`src/sv/utf8_to_ucs2_stream_decoder_assert.svh`:
```
// Assertion helpers for the UTF-8 stream decoder.
`ifndef UTF8_TO_UCS2_STREAM_DECODER_ASSERT_SVH
`define UTF8_TO_UCS2_STREAM_DECODER_ASSERT_SVH

// Same-cycle implication, disabled during reset.
`define U2S_ASSERT_NOW(lbl, clk, rstn, ante, cons, msg) \
  lbl: assert property (@(posedge clk) disable iff (!rstn) (ante) |-> (cons)) \
    else $error(msg);

// Next-cycle implication, disabled during reset.
`define U2S_ASSERT_NEXT(lbl, clk, rstn, ante, cons, msg) \
  lbl: assert property (@(posedge clk) disable iff (!rstn) (ante) |=> (cons)) \
    else $error(msg);

`endif

```
`src/sv/u2s_pkg.sv`:
```
`default_nettype none

package u2s_pkg;

  // Status codes reported with each result word
  localparam logic [1:0] ST_OK        = 2'd0;
  localparam logic [1:0] ST_BAD_LEAD  = 2'd1;
  localparam logic [1:0] ST_TRUNCATED = 2'd2;
  localparam logic [1:0] ST_LIMIT     = 2'd3;

  localparam logic [15:0] COUNT_MAX = 16'hffff;

  // Per-stream decoder state
  typedef struct packed {
    logic [15:0] partial;
    logic [1:0]  bytes_left;
    logic        halted;
    logic [1:0]  status;
    logic [15:0] count;
  } state_t;

  // One result word
  typedef struct packed {
    logic [15:0] unit;
    logic        unit_valid;
    logic        done;
    logic [15:0] count;
    logic [1:0]  status;
  } result_t;

  // Sequence length from a lead byte; zero marks an invalid lead
  function automatic logic [2:0] lead_length(input logic [7:0] b);
    logic [2:0] len;
    priority if (b[7] == 1'b0)        len = 3'd1;
    else if (b[7:5] == 3'b110)        len = 3'd2;
    else if (b[7:4] == 4'b1110)       len = 3'd3;
    else if (b[7:3] == 5'b11110)      len = 3'd4;
    else                              len = 3'd0;
    return len;
  endfunction

endpackage

`default_nettype wire

```
`src/sv/utf8_to_ucs2_stream_decoder.sv`:
```
// Channel  | Ports                                     | Accept
// ---------+-------------------------------------------+-----------------------
// input    | in_byte, in_last_byte                     | in_valid & in_ready
// result   | out_unit, out_unit_valid, out_done_res,   | out_valid & out_ready
//          | out_unit_count, out_status                |
// config   | cfg_wr_en, cfg_wr_data (max_units)        | cfg_wr_en
//
// One byte per cycle sustained unless a stalled result blocks it; a byte passes the
// input register, then its result word is decoded into the result register.
// The decode step and the stream-state register form a feedback loop.
// Synchronous active-low reset clears stream state and sets max_units to 65535.
// A stalled result only blocks bytes that produce a result; other bytes flow.
`default_nettype none

module utf8_to_ucs2_stream_decoder (
  input  wire logic        clk,
  input  wire logic        rst_n,
  input  wire logic        in_valid,
  output logic             in_ready,
  input  wire logic [7:0]  in_byte,
  input  wire logic        in_last_byte,
  output logic             out_valid,
  input  wire logic        out_ready,
  output logic [15:0]      out_unit,
  output logic             out_unit_valid,
  output logic             out_done_res,
  output logic [15:0]      out_unit_count,
  output logic [1:0]       out_status,
  input  wire logic        cfg_wr_en,
  input  wire logic [15:0] cfg_wr_data
);
  import u2s_pkg::*;

  logic [15:0] max_units_r;
  logic        s1_valid_r;
  logic [7:0]  s1_byte_r;
  logic        s1_last_r;
  state_t      st_r;
  state_t      st_nxt;
  result_t     res;
  logic        emit;
  logic        out_free;
  logic        s1_adv;
  logic        out_valid_r;
  result_t     out_r;

  // Hold the unit limit
  always_ff @(posedge clk) begin
    if (!rst_n) begin
      max_units_r <= 16'hffff;
    end else if (cfg_wr_en) begin
      max_units_r <= cfg_wr_data;
    end
  end

  u2s_step u_step (
    .st        (st_r),
    .in_byte   (s1_byte_r),
    .in_last   (s1_last_r),
    .max_units (max_units_r),
    .st_nxt    (st_nxt),
    .res       (res),
    .emit      (emit)
  );

  // Advance a byte unless its result word has nowhere to go
  assign out_free = !out_valid_r || out_ready;
  assign s1_adv   = s1_valid_r && (!emit || out_free);
  assign in_ready = !s1_valid_r || s1_adv;

  // Input register
  always_ff @(posedge clk) begin
    if (!rst_n) begin
      s1_valid_r <= 1'b0;
    end else if (in_ready) begin
      s1_valid_r <= in_valid;
    end
  end

  always_ff @(posedge clk) begin
    if (in_ready && in_valid) begin
      s1_byte_r <= in_byte;
      s1_last_r <= in_last_byte;
    end
  end

  // Stream state
  always_ff @(posedge clk) begin
    if (!rst_n) begin
      st_r <= '0;
    end else if (s1_adv) begin
      st_r <= st_nxt;
    end
  end

  // Result register
  always_ff @(posedge clk) begin
    if (!rst_n) begin
      out_valid_r <= 1'b0;
    end else if (s1_adv && emit) begin
      out_valid_r <= 1'b1;
    end else if (out_ready) begin
      out_valid_r <= 1'b0;
    end
  end

  always_ff @(posedge clk) begin
    if (s1_adv && emit) begin
      out_r <= res;
    end
  end

  assign out_valid      = out_valid_r;
  assign out_unit       = out_r.unit;
  assign out_unit_valid = out_r.unit_valid;
  assign out_done_res   = out_r.done;
  assign out_unit_count = out_r.count;
  assign out_status     = out_r.status;

`include "utf8_to_ucs2_stream_decoder_assert.svh"

  `U2S_ASSERT_NOW(a_no_unit_only_at_end, clk, rst_n, out_valid_r && !out_r.unit_valid, out_r.done && out_r.unit == 16'd0, "result without unit must be the final word")
  `U2S_ASSERT_NOW(a_unit_counted, clk, rst_n, out_valid_r && out_r.unit_valid, out_r.count != 16'd0, "emitted unit with zero count")
  `U2S_ASSERT_NEXT(a_state_cleared, clk, rst_n, s1_adv && s1_last_r, st_r == '0, "stream state not cleared after final byte")

endmodule

`default_nettype wire

```
`src/sv/u2s_step.sv`:
```
`default_nettype none

module u2s_step (
  input  wire u2s_pkg::state_t  st,
  input  wire logic [7:0]       in_byte,
  input  wire logic             in_last,
  input  wire logic [15:0]      max_units,
  output u2s_pkg::state_t       st_nxt,
  output u2s_pkg::result_t      res,
  output logic                  emit
);
  import u2s_pkg::*;

  logic        count_mode;
  logic [2:0]  len;
  logic [15:0] gathered;
  logic [1:0]  left_dec;
  logic [15:0] bumped;
  logic        valid;
  logic [15:0] u;
  state_t      s;

  assign count_mode = (max_units == 16'd0);
  assign len        = lead_length(in_byte);
  assign gathered   = {st.partial[9:0], in_byte[5:0]};
  assign left_dec   = st.bytes_left - 2'd1;
  assign bumped     = (st.count != COUNT_MAX) ? st.count + 16'd1 : st.count;

  // Decode one byte against the current stream state
  always_comb begin
    s     = st;
    valid = 1'b0;
    u     = 16'd0;
    if (!st.halted) begin
      if (st.bytes_left != 2'd0) begin
        // continuation: shift in six payload bits
        s.partial    = gathered;
        s.bytes_left = left_dec;
        if (left_dec == 2'd0) begin
          if (!count_mode) begin
            valid   = 1'b1;
            u       = gathered;
            s.count = bumped;
          end
        end else if (in_last) begin
          s.status = ST_TRUNCATED;
        end
      end else begin
        // lead byte
        priority if (len == 3'd0) begin
          s.halted = 1'b1;
          s.status = ST_BAD_LEAD;
        end else if (count_mode) begin
          s.count      = bumped;
          s.partial    = 16'd0;
          s.bytes_left = 2'(len - 3'd1);
          if (in_last && len > 3'd1) s.status = ST_TRUNCATED;
        end else if (st.count >= max_units) begin
          s.halted = 1'b1;
          s.status = ST_LIMIT;
        end else if (len == 3'd1) begin
          valid   = 1'b1;
          u       = {8'd0, in_byte};
          s.count = bumped;
        end else if (in_last) begin
          s.halted = 1'b1;
          s.status = ST_TRUNCATED;
        end else begin
          unique case (len)
            3'd2:    s.partial = {11'd0, in_byte[4:0]};
            3'd3:    s.partial = {12'd0, in_byte[3:0]};
            default: s.partial = {13'd0, in_byte[2:0]};
          endcase
          s.bytes_left = 2'(len - 3'd1);
        end
      end
    end
  end

  // Build the result word and clear state at stream end
  always_comb begin
    res.unit       = u;
    res.unit_valid = valid;
    res.done       = in_last;
    res.count      = s.count;
    res.status     = s.status;
    emit           = valid || in_last;
    st_nxt         = in_last ? '0 : s;
  end

endmodule

`default_nettype wire

```
`config.mk`:
```
export PLATFORM = sky130hd
export DESIGN_NAME = utf8_to_ucs2_stream_decoder
export DESIGN_NICKNAME = d
export VERILOG_FILES = /design/src/sv/u2s_pkg.sv /design/src/sv/utf8_to_ucs2_stream_decoder.sv /design/src/sv/u2s_step.sv
export VERILOG_INCLUDE_DIRS = /design/src /design/src/sv
export SDC_FILE = /design/constraint.sdc
export NUM_CORES = 1
export LEC_CHECK = 0
export ABC_AREA = 1
export BUFFER_PORTS_ARGS = -buffer_cell sky130_fd_sc_hd__buf_4
export CAP_MARGIN = 10
export CORE_MARGIN = 5
export CORE_UTILIZATION = 39
export DETAILED_ROUTE_END_ITERATION = 7
export GPL_TIMING_DRIVEN = 0
export PLACE_DENSITY = 0.66
export SYNTH_ARGS = -nofsm -noshare
export SYNTH_HDL_FRONTEND = slang
export SYNTH_SLANG_ARGS = --single-unit
```
`constraint.sdc`:
```
create_clock -name clk -period 5.1 [get_ports clk]
set_clock_uncertainty 0.15 [all_clocks]
set_input_delay 0.51 -clock clk [delete_from_list [all_inputs] [get_ports clk]]
set_output_delay 0.51 -clock clk [all_outputs]
set_load 0.05 [all_outputs]
```
==> qor.txt <==
Crit-path max cell delay: 490 ps
Post-CTS Setup Repair Bufs: 0
Post-synth cell types: 40
Initial antenna violation count: 0
Die boundary height: 126 um
Yosys warnings: 0
Share of final-layout standard cells stronger than drive strength 1: 16.9%
Critical path arrival: 2430 ps
Critical-path cell list: ha_1, a21oi_1, o21ai_0, nor2_2, nand4_2, nand3_2, nand3_1, buf_4
Vias: 4728
Critical Path Slowest Stage Cell: sky130_fd_sc_hd__dfxtp_1
Post-route antenna net violation count: 0
RSZ-0062 raised after global routing: false
I/O Buffers: 67
Final Hold Fails: 0
Kind of critical path: flip-flop to output port
Number of DRC violations after detailed-routing iteration 0: 385
Commonest non-fill, non-tap cell in the layout: sky130_fd_sc_hd__nand2_1
Register bit total from synthesis: 94
Crit Path Max Fanout: 8
Clock net sink count: 94
Total core area: 13200 um^2
Final clock period utilization by the worst path: 60.5%
All-Layer GR Usage: 16.8%
CP Launch Type: flip-flop
Synthesized area: 5260 um^2
Count of endpoints failing setup in the final report: 0
Detailed-route DRC error count: 0
Final HPWL from detailed placement: 9.94 mm
CTS Hold Bufs: 0
Multi-input gate area in the final layout: 2430 um^2
Worst hold slack across all endpoints: 182 ps
Worst-Margin Slew: 684 ps
Seq. cell area: 2330 um^2
Die footprint: 15900 um^2
Num ports: 68
Number of buffers on the longest clock path: 2
FMAX: 324 MHz
Number of antenna cells inserted: 0
Post-layout min period: 3090 ps
Final number of max-transition violations: 0
Pwr per Cell Area: 292 nW/um^2
Sequential cell area fraction in the yosys report: 44.3%
Drt total wl: 13.6 mm
Placement row count: 42
First-pass GRT wire length: 21.6 mm
Clock tree from TritonCTS: done
Overall die width: 126 um
Max cap viols: 0
Number of buffers created by CTS: 9
Global route overflow: 0
Filler instances: 1390
Kind of capture point of the worst setup path: output port
Synthesized netlist net count: 744
Hold WC Path Type: primary input to flip-flop
Initial core utilization: 39.7%
Per-cell via count in the routed design: 4.94
Average detailed-routed wire length per instance: 14.2 um
Worst slew margin relative to its limit: 54.4%
Clk Latency, worst-skew pair: 350 ps
# nets final: 823
Clock transition at the registers of the reported paths: 70 ps
Static Leakage: 2.85 nW
Worst IR drop on VDD: 0.172 mV
Buffer cell driving the clock tree root: sky130_fd_sc_hd__clkbuf_16
Mapped Cells: 697
Layout-stage area growth over the synthesis result: 20.1%
Synthesized area divided by synthesized cell count: 7.55 um^2
Level count of the clock H-tree: 3
Highest-count cells in the layout ignoring fill and taps: sky130_fd_sc_hd__nand2_1 (197), sky130_fd_sc_hd__inv_1 (71), sky130_fd_sc_hd__buf_4 (68)
Final RePlAce weighted congestion: 0.942
Maximum number of pins on one net before global-route repair: 27
Number of search-and-repair iterations in the first detailed-routing pass: 6
Data required time of the worst path: 4440 ps
Via count of the first global-routing pass: 4212
Setup TNS: 0 ps
Outcome: completed
# resized after CTS: 0
==> worst max-delay path: cells and delay by family, from the launching register on <==
kind / cells / cell delay, ps
AND/OR/NAND/NOR: 4 / 780
flip-flops: 1 / 490
adder cells (fa/ha/maj): 1 / 320
AO/OA/AOI/OAI: 2 / 260
buffers and inverters: 1 / 220
==> metrics by stage <==
stage / utilization (%) / setup slack, ps / std cells / power [mW] / instance area, um^2
after floorplan: - / 2300 / 697 / 1.07 / 5260
after global placement: 45.2 / 1620 / 940 / 1.16 / 5980
after detailed placement: 45.4 / 2040 / 941 / 1.17 / 6010
after CTS: 47.7 / 2010 / 957 / 1.85 / 6320
after global routing: 47.7 / 1820 / 957 / 1.92 / 6320
final: 47.7 / 2010 / 957 / 1.84 / 6320
==> layer usage <==
metal,global-route usage (%),up-vias,routed length (um)
met3,3.09,23,908
met2,24.7,155,5910
met1,24.6,2115,6530
li1,-,2435,-
met4,5.74,0,233
met5,0,-,0
==> cells in the mapped netlist, drive strengths merged <==
library cell / count / share of area [%]
a22oi: 5 / 0.71
clkbuf: 18 / 1.3
clkinv: 2 / 0.17
ha: 17 / 4.0
a21boi: 1 / 0.14
o2111ai: 1 / 0.17
a311oi: 1 / 0.17
nor4: 1 / 0.12
nand2: 207 / 16
edfxtp: 45 / 26
a21oi: 58 / 5.9
o31ai: 2 / 0.29
o211ai: 3 / 0.43
nor2: 66 / 5.0
buf: 17 / 2.4
nand3: 65 / 6.3
inv: 77 / 5.5
nor3: 7 / 0.88
nand4: 7 / 0.95
xor2: 10 / 1.7
o21a: 1 / 0.14
o21ai: 35 / 3.5
dfxtp: 49 / 19
and2: 2 / 0.24
==> path summary, 6_finish.rpt <==
path              start                 to  slack, ps  cells after the start
max            st_r[15]           in_ready       2010                      8
min          in_byte[3]       s1_byte_r[3]        180                      1
max reg2reg     st_r[0]  out_unit_count[6]       2040                     17
min reg2reg    st_r[25]           st_r[25]        300                      2
==> area by class of cell <==
cell class | instances | area share, %
Inverter | 79 | 4.75
Timing Repair Buffer | 68 | 8.40
Multi-Input combinational cell | 489 | 38.5
Buffer | 35 | 3.07
Clock inverter | 7 | 1.29
Sequential cell | 94 | 36.9
Clock buffer | 9 | 3.57
Tap cell | 176 | 3.49
==> report_power, final <==
group          total [mW]  internal (mW)  switching, mW
logic               0.306         0.0974          0.209
registers           0.847          0.830         0.0166
clock network       0.691          0.387          0.304
total                1.84           1.31          0.529
==> cell families (layout without fill, tap and decap cells) <==
| kind of cell | after synthesis | after routing | share of synthesized area (%) |
|---|---|---|---|
| AOI/OAI and AO/OA | 107 | 107 | 11.5 |
| xor gates and xnor gates | 10 | 10 | 1.67 |
| adders and majority gates | 17 | 17 | 4.04 |
| buffers and inverters | 114 | 198 | 9.40 |
| DFF | 94 | 94 | 44.3 |
| and+or+nand+nor | 355 | 355 | 29.1 |
==> state kept, by name, indices dropped and copies added (netlist names) <==
name / count
max_units_r: 16
out_valid: 1
out_unit_count: 16
out_status: 2
st_r: 31
s1_valid_r: 1
out_unit: 16
out_unit_valid: 1
s1_byte_r: 8
s1_last_r: 1
out_done_res: 1
No activity file was read; power rests on OpenSTA's default activity.
